### config.mk
export PLATFORM = sky130hd
export DESIGN_NAME = humidity_temp_decode_moving_average
export DESIGN_NICKNAME = d
export VERILOG_FILES = /design/src/rtl/hmd_pkg.sv /design/src/rtl/humidity_temp_decode_moving_average.sv /design/src/rtl/hmd_mul.sv /design/src/rtl/hmd_ring.sv /design/src/rtl/hmd_div.sv
export VERILOG_INCLUDE_DIRS = /design/src /design/src/rtl
export SDC_FILE = /design/constraint.sdc
export NUM_CORES = 2
export LEC_CHECK = 0
export ABC_AREA = 1
export BUFFER_PORTS_ARGS = -buffer_cell sky130_fd_sc_hd__buf_2
export CORE_ASPECT_RATIO = 1.75
export CORE_MARGIN = 2
export CORE_UTILIZATION = 40
export CTS_CLUSTER_SIZE = 25
export DETAILED_ROUTE_END_ITERATION = 7
export GPL_ROUTABILITY_DRIVEN = 0
export GPL_TIMING_DRIVEN = 0
export PLACE_DENSITY = 0.53
export SLEW_MARGIN = 20
export SYNTH_ARGS = -nofsm -noshare
export SYNTH_HDL_FRONTEND = slang
export SYNTH_SLANG_ARGS = --single-unit
### constraint.sdc
create_clock -name clk_i -period 9.9 [get_ports clk_i]
set_input_delay 0.495 -clock clk_i [delete_from_list [all_inputs] [get_ports clk_i]]
set_output_delay 0.495 -clock clk_i [all_outputs]
set_load 0.1 [all_outputs]
### src/rtl/humidity_temp_decode_moving_average_defines.svh
// ---------------------------------------------------------------------------
// humidity/temperature decoder assertion macros
// shared concurrent assertion forms, sampled on clk_i
// ---------------------------------------------------------------------------
`ifndef HUMIDITY_TEMP_DECODE_MOVING_AVERAGE_DEFINES_SVH
`define HUMIDITY_TEMP_DECODE_MOVING_AVERAGE_DEFINES_SVH

// checked only outside reset
`define HMD_ASSERT(lbl, prop, msg) \
  lbl: assert property (@(posedge clk_i) disable iff (!rst_ni) prop) else $error(msg);

// checked at every edge, reset included
`define HMD_ASSERT_ALWAYS(lbl, prop, msg) \
  lbl: assert property (@(posedge clk_i) prop) else $error(msg);

`endif

### src/rtl/hmd_pkg.sv
// ---------------------------------------------------------------------------
// hmd_pkg
// widths, scale constants and shared types of the humidity/temperature decoder
// ---------------------------------------------------------------------------
`timescale 1ns / 1ps

package hmd_pkg;

  localparam int unsigned BYTE_W    = 8;
  localparam int unsigned CODE_W    = 20;
  localparam int unsigned HUM_W     = 14;
  localparam int unsigned TEMP_W    = 15;
  localparam int unsigned CNT_OUT_W = 7;
  localparam int unsigned MUL_B_W   = 15;
  localparam int unsigned PROD_W    = CODE_W + MUL_B_W;
  localparam int unsigned CODE_SHIFT = 20;
  localparam int unsigned DEPTH_DEF = 64;

  localparam logic [MUL_B_W-1:0] HUM_SCALE  = 15'd10000;
  localparam logic [MUL_B_W-1:0] TEMP_SCALE = 15'd20000;
  localparam logic [TEMP_W:0]    TEMP_OFFSET = 16'd5000;

  typedef struct packed {
    logic busy;
    logic done;
  } div_status_t;

endpackage

### src/rtl/humidity_temp_decode_moving_average.sv
// ---------------------------------------------------------------------------
// humidity_temp_decode_moving_average
// sensor reply decoder with a boxcar average of the last DEPTH temperatures
// ---------------------------------------------------------------------------
// Each input word is the five measurement bytes of a sensor reply; one result
// word follows with humidity in hundredths of a percent, temperature in
// hundredths of a degree, the truncated-toward-zero average of the held
// temperatures and the sample count. From accept to result a word makes two
// passes through the shared multiplier, a running-sum update in the S_SUB and
// S_ADD states, and goes through a serial divider that produces one quotient
// bit per cycle over 14 + clog2(DEPTH) bits. The next word is accepted the
// cycle after the result is loaded into the output register, even while that
// result is still stalled. The history memory needs no clearing pass: old
// entries are subtracted only once the ring has been filled.
`timescale 1ns / 1ps

`include "humidity_temp_decode_moving_average_defines.svh"

module humidity_temp_decode_moving_average #(
  parameter int unsigned DEPTH = hmd_pkg::DEPTH_DEF
) (
  input  logic                                 clk_i,
  input  logic                                 rst_ni,
  input  logic                                 in_valid_i,
  output logic                                 in_stall_o,
  input  logic [hmd_pkg::BYTE_W-1:0]           hum_high_byte_i,
  input  logic [hmd_pkg::BYTE_W-1:0]           hum_mid_byte_i,
  input  logic [hmd_pkg::BYTE_W-1:0]           shared_byte_i,
  input  logic [hmd_pkg::BYTE_W-1:0]           temp_mid_byte_i,
  input  logic [hmd_pkg::BYTE_W-1:0]           temp_low_byte_i,
  output logic                                 out_valid_o,
  input  logic                                 out_stall_i,
  output logic [hmd_pkg::HUM_W-1:0]            humidity_centipct_o,
  output logic signed [hmd_pkg::TEMP_W-1:0]    temp_centideg_o,
  output logic signed [hmd_pkg::TEMP_W-1:0]    avg_centideg_o,
  output logic [hmd_pkg::CNT_OUT_W-1:0]        samples_held_o
);

  import hmd_pkg::*;

  localparam int unsigned SLOT_W = $clog2(DEPTH);
  localparam int unsigned CNT_W  = $clog2(DEPTH + 1);
  localparam int unsigned SUM_W  = TEMP_W + $clog2(DEPTH);
  localparam int unsigned MAG_W  = SUM_W - 1;

  typedef enum logic [2:0] {
    S_IDLE,
    S_HUM,
    S_TMP,
    S_SUB,
    S_ADD,
    S_GO,
    S_DIV,
    S_DONE
  } state_e;

  state_e state_q;

  logic [CODE_W-1:0]       hum_code_q;
  logic [CODE_W-1:0]       temp_code_q;
  logic [HUM_W-1:0]        hum_q;
  logic [TEMP_W-1:0]       temp_q;
  logic signed [SUM_W-1:0] total_q;
  logic [SLOT_W-1:0]       slot_q;
  logic [CNT_W-1:0]        fill_q;

  logic                    out_valid_q;
  logic [HUM_W-1:0]        out_hum_q;
  logic [TEMP_W-1:0]       out_temp_q;
  logic [TEMP_W-1:0]       out_avg_q;
  logic [CNT_W-1:0]        out_fill_q;

  logic                    accept;
  logic                    out_free;
  logic                    mul_en;
  logic [CODE_W-1:0]       mul_a;
  logic [MUL_B_W-1:0]      mul_b;
  logic [PROD_W-1:0]       prod;
  logic [TEMP_W:0]         temp_ofs;
  logic [TEMP_W-1:0]       old_temp;
  logic                    ring_we;
  logic                    div_start;
  logic [SUM_W-1:0]        total_abs;
  logic [MAG_W-1:0]        quo;
  logic [MAG_W-1:0]        avg_mag;
  div_status_t             div_st;

  assign accept   = in_valid_i && (state_q == S_IDLE);
  assign out_free = !out_valid_q || !out_stall_i;

  assign mul_en = (state_q == S_HUM) || (state_q == S_TMP);
  assign mul_a  = (state_q == S_HUM) ? hum_code_q : temp_code_q;
  assign mul_b  = (state_q == S_HUM) ? HUM_SCALE : TEMP_SCALE;

  hmd_mul #(
    .AW(CODE_W),
    .BW(MUL_B_W)
  ) u_mul (
    .clk_i (clk_i),
    .en_i  (mul_en),
    .a_i   (mul_a),
    .b_i   (mul_b),
    .prod_o(prod)
  );

  assign ring_we = (state_q == S_ADD);

  hmd_ring #(
    .DEPTH(DEPTH),
    .AW   (SLOT_W),
    .DW   (TEMP_W)
  ) u_ring (
    .clk_i  (clk_i),
    .we_i   (ring_we),
    .waddr_i(slot_q),
    .wdata_i(temp_q),
    .re_i   (accept),
    .raddr_i(slot_q),
    .rdata_o(old_temp)
  );

  // temperature code scaled and shifted down, then the offset subtracted
  assign temp_ofs = {1'b0, prod[CODE_SHIFT +: TEMP_W]} - TEMP_OFFSET;

  assign div_start = (state_q == S_GO);
  assign total_abs = total_q[SUM_W-1] ? -total_q : total_q;

  hmd_div #(
    .NUM_W(MAG_W),
    .DEN_W(CNT_W)
  ) u_div (
    .clk_i   (clk_i),
    .rst_ni  (rst_ni),
    .start_i (div_start),
    .num_i   (total_abs[MAG_W-1:0]),
    .den_i   (fill_q),
    .quo_o   (quo),
    .status_o(div_st)
  );

  assign avg_mag = total_q[SUM_W-1] ? -quo : quo;

  always_ff @(posedge clk_i or negedge rst_ni) begin
    if (!rst_ni) begin
      state_q     <= S_IDLE;
      hum_code_q  <= '0;
      temp_code_q <= '0;
      hum_q       <= '0;
      temp_q      <= '0;
      total_q     <= '0;
      slot_q      <= '0;
      fill_q      <= '0;
      out_valid_q <= 1'b0;
      out_hum_q   <= '0;
      out_temp_q  <= '0;
      out_avg_q   <= '0;
      out_fill_q  <= '0;
    end else begin
      if ((state_q == S_DONE) && out_free) begin
        out_valid_q <= 1'b1;
      end else if (out_valid_q && !out_stall_i) begin
        out_valid_q <= 1'b0;
      end
      unique case (state_q)
        S_IDLE: begin
          if (accept) begin
            hum_code_q  <= {hum_high_byte_i, hum_mid_byte_i, shared_byte_i[7:4]};
            temp_code_q <= {shared_byte_i[3:0], temp_mid_byte_i, temp_low_byte_i};
            state_q     <= S_HUM;
          end
        end
        S_HUM: begin
          state_q <= S_TMP;
        end
        S_TMP: begin
          hum_q   <= prod[CODE_SHIFT +: HUM_W];
          state_q <= S_SUB;
        end
        S_SUB: begin
          temp_q <= temp_ofs[TEMP_W-1:0];
          // full ring: drop the oldest word before it is overwritten
          if (fill_q == CNT_W'(DEPTH)) begin
            total_q <= total_q - SUM_W'($signed(old_temp));
          end
          state_q <= S_ADD;
        end
        S_ADD: begin
          total_q <= total_q + SUM_W'($signed(temp_q));
          if (slot_q == SLOT_W'(DEPTH - 1)) begin
            slot_q <= '0;
          end else begin
            slot_q <= slot_q + SLOT_W'(1);
          end
          if (fill_q != CNT_W'(DEPTH)) begin
            fill_q <= fill_q + CNT_W'(1);
          end
          state_q <= S_GO;
        end
        S_GO: begin
          state_q <= S_DIV;
        end
        S_DIV: begin
          if (div_st.done) begin
            state_q <= S_DONE;
          end
        end
        S_DONE: begin
          if (out_free) begin
            out_hum_q   <= hum_q;
            out_temp_q  <= temp_q;
            out_avg_q   <= avg_mag[TEMP_W-1:0];
            out_fill_q  <= fill_q;
            state_q     <= S_IDLE;
          end
        end
        default: begin
          state_q <= S_IDLE;
        end
      endcase
    end
  end

  assign in_stall_o          = (state_q != S_IDLE);
  assign out_valid_o         = out_valid_q;
  assign humidity_centipct_o = out_hum_q;
  assign temp_centideg_o     = $signed(out_temp_q);
  assign avg_centideg_o      = $signed(out_avg_q);
  assign samples_held_o      = CNT_OUT_W'(out_fill_q);

  `HMD_ASSERT(a_out_from_done, $rose(out_valid_q) |-> $past(state_q == S_DONE), "result word without finished division")
  `HMD_ASSERT(a_accept_starts, accept |=> (state_q == S_HUM), "accepted word did not start the sequence")
  `HMD_ASSERT_ALWAYS(a_div_idle, (state_q == S_IDLE) |-> !div_st.busy, "divider busy while block idle")
  `HMD_ASSERT(a_fill_range, (fill_q <= CNT_W'(DEPTH)) && (!out_valid_q || (out_fill_q != '0)), "fill count out of range")

endmodule

### src/rtl/hmd_mul.sv
// ---------------------------------------------------------------------------
// hmd_mul
// shared code-by-scale multiplier with a registered product
// ---------------------------------------------------------------------------
`timescale 1ns / 1ps

module hmd_mul #(
  parameter int unsigned AW = hmd_pkg::CODE_W,
  parameter int unsigned BW = hmd_pkg::MUL_B_W
) (
  input  logic          clk_i,
  input  logic          en_i,
  input  logic [AW-1:0] a_i,
  input  logic [BW-1:0] b_i,
  output logic [AW+BW-1:0] prod_o
);

  logic [AW+BW-1:0] prod_q;

  always_ff @(posedge clk_i) begin
    if (en_i) begin
      prod_q <= (AW+BW)'(a_i) * (AW+BW)'(b_i);
    end
  end

  assign prod_o = prod_q;

endmodule

### src/rtl/hmd_ring.sv
// ---------------------------------------------------------------------------
// hmd_ring
// temperature history memory, one write and one registered read port
// ---------------------------------------------------------------------------
`timescale 1ns / 1ps

module hmd_ring #(
  parameter int unsigned DEPTH = hmd_pkg::DEPTH_DEF,
  parameter int unsigned AW    = $clog2(DEPTH),
  parameter int unsigned DW    = hmd_pkg::TEMP_W
) (
  input  logic          clk_i,
  input  logic          we_i,
  input  logic [AW-1:0] waddr_i,
  input  logic [DW-1:0] wdata_i,
  input  logic          re_i,
  input  logic [AW-1:0] raddr_i,
  output logic [DW-1:0] rdata_o
);

  logic [DW-1:0] mem [DEPTH];
  logic [DW-1:0] rdata_q;

  always_ff @(posedge clk_i) begin
    if (we_i) begin
      mem[waddr_i] <= wdata_i;
    end
  end

  always_ff @(posedge clk_i) begin
    if (re_i) begin
      rdata_q <= mem[raddr_i];
    end
  end

  assign rdata_o = rdata_q;

endmodule

### src/rtl/hmd_div.sv
// ---------------------------------------------------------------------------
// hmd_div
// serial restoring divider, one quotient bit per cycle
// ---------------------------------------------------------------------------
`timescale 1ns / 1ps

module hmd_div #(
  parameter int unsigned NUM_W = hmd_pkg::CODE_W,
  parameter int unsigned DEN_W = hmd_pkg::CNT_OUT_W
) (
  input  logic                clk_i,
  input  logic                rst_ni,
  input  logic                start_i,
  input  logic [NUM_W-1:0]    num_i,
  input  logic [DEN_W-1:0]    den_i,
  output logic [NUM_W-1:0]    quo_o,
  output hmd_pkg::div_status_t status_o
);

  import hmd_pkg::*;

  localparam int unsigned CW = $clog2(NUM_W + 1);

  logic [NUM_W-1:0] quo_q;
  logic [DEN_W-1:0] rem_q;
  logic [DEN_W-1:0] den_q;
  logic [CW-1:0]    cnt_q;
  logic             busy_q;
  logic             done_q;
  logic [DEN_W:0]   rem_sh;
  logic [DEN_W:0]   diff;

  assign rem_sh = {rem_q, quo_q[NUM_W-1]};
  assign diff   = rem_sh - {1'b0, den_q};

  always_ff @(posedge clk_i or negedge rst_ni) begin
    if (!rst_ni) begin
      quo_q  <= '0;
      rem_q  <= '0;
      den_q  <= '0;
      cnt_q  <= '0;
      busy_q <= 1'b0;
      done_q <= 1'b0;
    end else begin
      done_q <= 1'b0;
      if (start_i) begin
        quo_q  <= num_i;
        rem_q  <= '0;
        den_q  <= den_i;
        cnt_q  <= CW'(NUM_W);
        busy_q <= 1'b1;
      end else if (busy_q) begin
        // top bit of diff set means the trial subtract borrowed
        if (!diff[DEN_W]) begin
          rem_q <= diff[DEN_W-1:0];
          quo_q <= {quo_q[NUM_W-2:0], 1'b1};
        end else begin
          rem_q <= rem_sh[DEN_W-1:0];
          quo_q <= {quo_q[NUM_W-2:0], 1'b0};
        end
        cnt_q <= cnt_q - CW'(1);
        if (cnt_q == CW'(1)) begin
          busy_q <= 1'b0;
          done_q <= 1'b1;
        end
      end
    end
  end

  assign quo_o           = quo_q;
  assign status_o.busy   = busy_q;
  assign status_o.done   = done_q;

endmodule
==> insert_results.sql <==
INSERT INTO impl_metrics (metric_group, metric, value, unit) VALUES
('yosys', 'synth_commonest_cells', '1621 x sky130_fd_sc_hd__nand2_1, 990 x sky130_fd_sc_hd__edfxtp_1, 376 x sky130_fd_sc_hd__inv_1', ''),
('clocking', 'numClockSinks', '1189', ''),
('die', 'design.portCount', '97', ''),
('yosys', 'post-synth-top-count-cell', 'sky130_fd_sc_hd__nand2_1', ''),
('yosys', 'synthDistinctLibCells', '48', ''),
('route', 'drt-wirelength-per-cell', '27.55', 'um'),
('timing', 'report.final.hold_viol_count', '0', ''),
('layout', 'syn2layout_area_growth', '15.04', '%'),
('setup_path', 'cp_max_fo', '10', ''),
('worst_hold_path', 'min_from', 'in_valid_i', ''),
('global_routing', 'grt_pass1_wl', '266.5', 'mm'),
('clocking', 'clock_insertion_delay_worst_skew', '750', 'ps'),
('setup_path', 'worst-r2r-setup-slack', '2890', 'ps'),
('yosys', 'netlist_top_cells_area', 'sky130_fd_sc_hd__edfxtp_1 56%, sky130_fd_sc_hd__nand2_1 11%, sky130_fd_sc_hd__dfrtp_1 9.4%, sky130_fd_sc_hd__fa_1 3.4%, sky130_fd_sc_hd__ha_1 3.4%', ''),
('route', 'wl', '190.2', 'mm'),
('die', 'die_h', '485.7', 'um'),
('global_routing', 'gr-total-overflow', '0', ''),
('placed_design', 'io_buffers', '96', ''),
('global_routing', 'grt_pass1_vias', '37400', ''),
('clocking', 'cts_resized', '0', ''),
('timing', 'finalMaxSlewViolations', '0', ''),
('timing', 'rsz_0062_raised_after_global_routing', 'false', ''),
('placed_design', 'numPlacedInstances', '6655', ''),
('route', 'drt-initial-drc-count', '3399', ''),
('route', 'drt-pass1-iter-count', '8', ''),
('setup_path', 'critical_path.startpoint_type', 'flip-flop', ''),
('clocking', 'cts-buffers-inserted', '109', ''),
('yosys', 'netlist_instances', '4798', ''),
('die', 'placement_rows', '176', ''),
('route', 'ant_nets', '0', ''),
('setup_path', 'timing_worst_setup_path_type', 'reg -> reg', ''),
('route', 'post-route-drc-count', '0', ''),
('setup_path', 'ff2ff_path_depth', '20', ''),
('yosys', 'synth_warnings', '0', ''),
('timing', 'worst_slew_slack_as_a_fraction_of_its_limit', '15.43', '%'),
('die', 'die_width', '279.3', 'um'),
('die', 'core-area', '0.1315', 'mm^2'),
('yosys', 'syn-cell-area', '0.05304', 'mm^2'),
('timing', 'final.period_utilization', '70.77', '%'),
('status', 'status', 'finished clean', ''),
('setup_path', 'reg2reg_to', 'u_mul.prod_o[32]', ''),
('yosys', 'ys_seq_elements', '1189', ''),
('clocking', 'cts-htree-levels', '3', ''),
('layout', 'nNetsFinal', '5397', ''),
('timing', 'max_freq', '0.1427', 'GHz'),
('yosys', 'synth_seq_area_share', '65.44', '%'),
('global_routing', 'grt_use_total', '28.03', '%'),
('layout', 'num-fill-cells', '12050', ''),
('placed_design', 'post-dp-hpwl', '132.2', 'mm'),
('setup_path', 'crit_arrival', '7480', 'ps'),
('setup_path', 'r2r-start', 'state_q[0]', ''),
('yosys', 'synth.avg_cell_area', '11.05', 'um^2'),
('timing', 'worst-slew-pin-transition', '1269', 'ps'),
('route', 'route.vias.total', '37730', ''),
('worst_hold_path', 'hold_path_depth', '3', ''),
('global_routing', 'antenna_found_initial', '6', ''),
('layout', 'layout.cells.non_filler', '6906', ''),
('global_routing', 'grt_start_max_net_pins', '95', ''),
('clocking', 'cts_hold_buffers', '42', ''),
('setup_path', 'worstPathRequired', '10380', 'ps'),
('flow_run', 'timing.max_cap.violations', '0', ''),
('yosys', 'postSynth.asyncResetShare', '16.74', '%'),
('clocking', 'clk_transition_reported_paths', '70', 'ps'),
('clocking', 'clock_tree_buf_depth', '3', ''),
('timing', 'worst_clock_skew', '33.36', 'ps'),
('route', 'routed_via_density', '5.463', ''),
('clocking', 'cts_tree', 'done', ''),
('yosys', 'synth-edff-count', '990', ''),
('layout', 'layout-drive-gt1-share', '10.11', '%'),
('yosys', 'yosys.area.top_type', 'sky130_fd_sc_hd__edfxtp_1', ''),
('timing', 'final_period_minus_worst_setup_slack', '7006', 'ps'),
('yosys', 'synth_largest_type_area_fraction', '56.05', '%'),
('die', 'fp.dieArea', '0.1356', 'mm^2'),
('timing', 'finalSetupTns', '0', 'ps'),
('die', 'floorplan.initialDensity', '40.34', '%'),
('clocking', 'cts_root_buffer', 'sky130_fd_sc_hd__clkbuf_16', ''),
('timing', 'finalSetupViolCount', '0', ''),
('yosys', 'synth-main-ff-cell', 'sky130_fd_sc_hd__edfxtp_1', ''),
('worst_hold_path', 'hold_class', 'in -> reg', ''),
('setup_path', 'endpoint_kind', 'flip-flop', ''),
('clocking', 'postCtsSetupBuffers', '0', ''),
('worst_hold_path', 'worstHoldEndpoint', 'state_q[1]', '');
==> worst max-delay path: stages (launching register included) <==
cell and delay (ps):
sky130_fd_sc_hd__dfrtp_1 430, sky130_fd_sc_hd__inv_1 70, sky130_fd_sc_hd__nor2_1 50, sky130_fd_sc_hd__nand2_1 310, sky130_fd_sc_hd__clkbuf_1 520, sky130_fd_sc_hd__clkbuf_1 570, sky130_fd_sc_hd__o21ai_0 300, sky130_fd_sc_hd__fa_1 560
sky130_fd_sc_hd__inv_1 50, sky130_fd_sc_hd__fa_1 500, sky130_fd_sc_hd__fa_1 540, sky130_fd_sc_hd__inv_1 50, sky130_fd_sc_hd__fa_1 500, sky130_fd_sc_hd__fa_1 490, sky130_fd_sc_hd__ha_1 310, sky130_fd_sc_hd__ha_1 370
sky130_fd_sc_hd__nand2_1 120, sky130_fd_sc_hd__nor4_1 420, sky130_fd_sc_hd__o21ai_0 310, sky130_fd_sc_hd__nand4_1 170, sky130_fd_sc_hd__nand2_1 70
==> per-stage QoR <==
stage	worst slack (ps)	area (um^2)	util [%]	hold WS, ps
6_report	2894	61010	46.41	52.24
5_1_grt	2543	61010	46.41	81.32
4_1_cts	2882	61000	46.40	1.322
3_5_place_dp	2952	57020	43.37	425.2
3_3_place_gp	2926	55710	42.37	454.0
2_1_floorplan	4272	53110	-	199.4
==> layout by cell type (no fill, tap or decap), types with 7 or more instances in the layout <==
master / synthesis / routed
sky130_fd_sc_hd__buf_16: 0 / 16
sky130_fd_sc_hd__o21bai_1: 11 / 11
sky130_fd_sc_hd__buf_6: 0 / 21
sky130_fd_sc_hd__o221ai_1: 11 / 11
sky130_fd_sc_hd__buf_4: 2 / 7
sky130_fd_sc_hd__nor2_2: 6 / 30
sky130_fd_sc_hd__nor3_1: 40 / 36
sky130_fd_sc_hd__a21oi_1: 116 / 116
sky130_fd_sc_hd__conb_1: 2 / 22
sky130_fd_sc_hd__nor2_1: 257 / 195
sky130_fd_sc_hd__xnor2_1: 8 / 8
sky130_fd_sc_hd__clkbuf_8: 0 / 12
sky130_fd_sc_hd__clkinv_2: 0 / 18
sky130_fd_sc_hd__clkbuf_16: 0 / 112
sky130_fd_sc_hd__o21ai_1: 11 / 19
sky130_fd_sc_hd__ha_1: 145 / 145
sky130_fd_sc_hd__nand2_1: 1621 / 1621
sky130_fd_sc_hd__o22ai_1: 18 / 18
sky130_fd_sc_hd__fa_1: 91 / 91
sky130_fd_sc_hd__dlygate4sd3_1: 0 / 42
sky130_fd_sc_hd__nand3_1: 168 / 168
sky130_fd_sc_hd__xor2_1: 42 / 42
sky130_fd_sc_hd__edfxtp_1: 990 / 990
sky130_fd_sc_hd__nand4_1: 136 / 136
sky130_fd_sc_hd__clkbuf_1: 99 / 89
sky130_fd_sc_hd__nor2_4: 1 / 39
sky130_fd_sc_hd__inv_1: 376 / 376
sky130_fd_sc_hd__clkbuf_2: 0 / 26
sky130_fd_sc_hd__a22oi_1: 67 / 67
sky130_fd_sc_hd__dfrtp_4: 0 / 15
sky130_fd_sc_hd__nand3b_1: 9 / 9
sky130_fd_sc_hd__inv_2: 10 / 10
sky130_fd_sc_hd__o21ai_0: 225 / 217
sky130_fd_sc_hd__a31oi_1: 11 / 11
sky130_fd_sc_hd__clkinv_1: 4 / 24
sky130_fd_sc_hd__dfrtp_1: 199 / 184
sky130_fd_sc_hd__or2_2: 8 / 8
sky130_fd_sc_hd__buf_2: 69 / 166
==> cell type report <==
| cell class | instances | area (um^2) | share of cell area (%) |
|---|---|---|---|
| Antenna cell | 3 | 7.507 | 0.01230 |
| Buffer | 176 | 789.5 | 1.294 |
| Clock buffer | 145 | 3065 | 5.024 |
| Clock inverter | 61 | 489.2 | 0.8018 |
| Inverter | 390 | 1464 | 2.399 |
| Multi-Input combinational cell | 3063 | 16550 | 27.13 |
| Sequential cell | 1189 | 34760 | 56.98 |
| Tap cell | 1691 | 2116 | 3.468 |
| Timing Repair Buffer | 188 | 1765 | 2.894 |
==> layer usage <==
| metal | vias up | track usage (%) | share of wire, % |
|---|---|---|---|
| li1 | 16970 | - | - |
| met1 | 18670 | 29.67 | 34 |
| met2 | 1573 | 50.06 | 51 |
| met3 | 511 | 4.674 | 6.6 |
| met4 | 6 | 20.34 | 8.6 |
| met5 | - | 0 | 0.027 |
==> kinds of logic (layout without fill, tap and decap cells) <==
| logic type | after synthesis | count (layout) | synth area share, % |
|---|---|---|---|
| DFF | 1189 | 1189 | 65.44 |
| xor gates and xnor gates | 50 | 50 | 0.8257 |
| AOI/OAI and AO/OA | 493 | 493 | 5.296 |
| buffers and inverters | 566 | 960 | 4.183 |
| and+or+nand+nor | 2260 | 2260 | 17.34 |
| adders and majority gates | 236 | 236 | 6.856 |
| other | 2 | 25 | 0.01416 |
| muxes | 2 | 2 | 0.04010 |
==> worst max-delay path by stage <==
stage | from | end | cells after the start
after floorplan | state_q[0] | u_mul.prod_o[34] | 22
after global placement | state_q[0] | u_mul.prod_o[32] | 20
after detailed placement | state_q[0] | u_mul.prod_o[32] | 20
after CTS | state_q[0] | u_mul.prod_o[32] | 20
after global routing | state_q[0] | u_mul.prod_o[32] | 20
final | state_q[0] | u_mul.prod_o[32] | 20
==> state kept, by name, indices dropped and copies added, names as in the netlist, 7 cells and up <==
name                 flops
hum_code_q              20
samples_held_o           7
u_ring.mem             960
u_div.den_q              7
hum_q                   14
u_div.rem_q              7
avg_centideg_o          15
temp_code_q             20
humidity_centipct_o     14
total_q                 21
temp_centideg_o         15
u_mul.prod_o            15
u_div.quo_o             20
fill_q                   7
u_ring.rdata_o          15
temp_q                  15
Power is left out: the tool's default activity adds up to more than one toggle a clock period on the data nets, which glitch-free logic cannot reach.
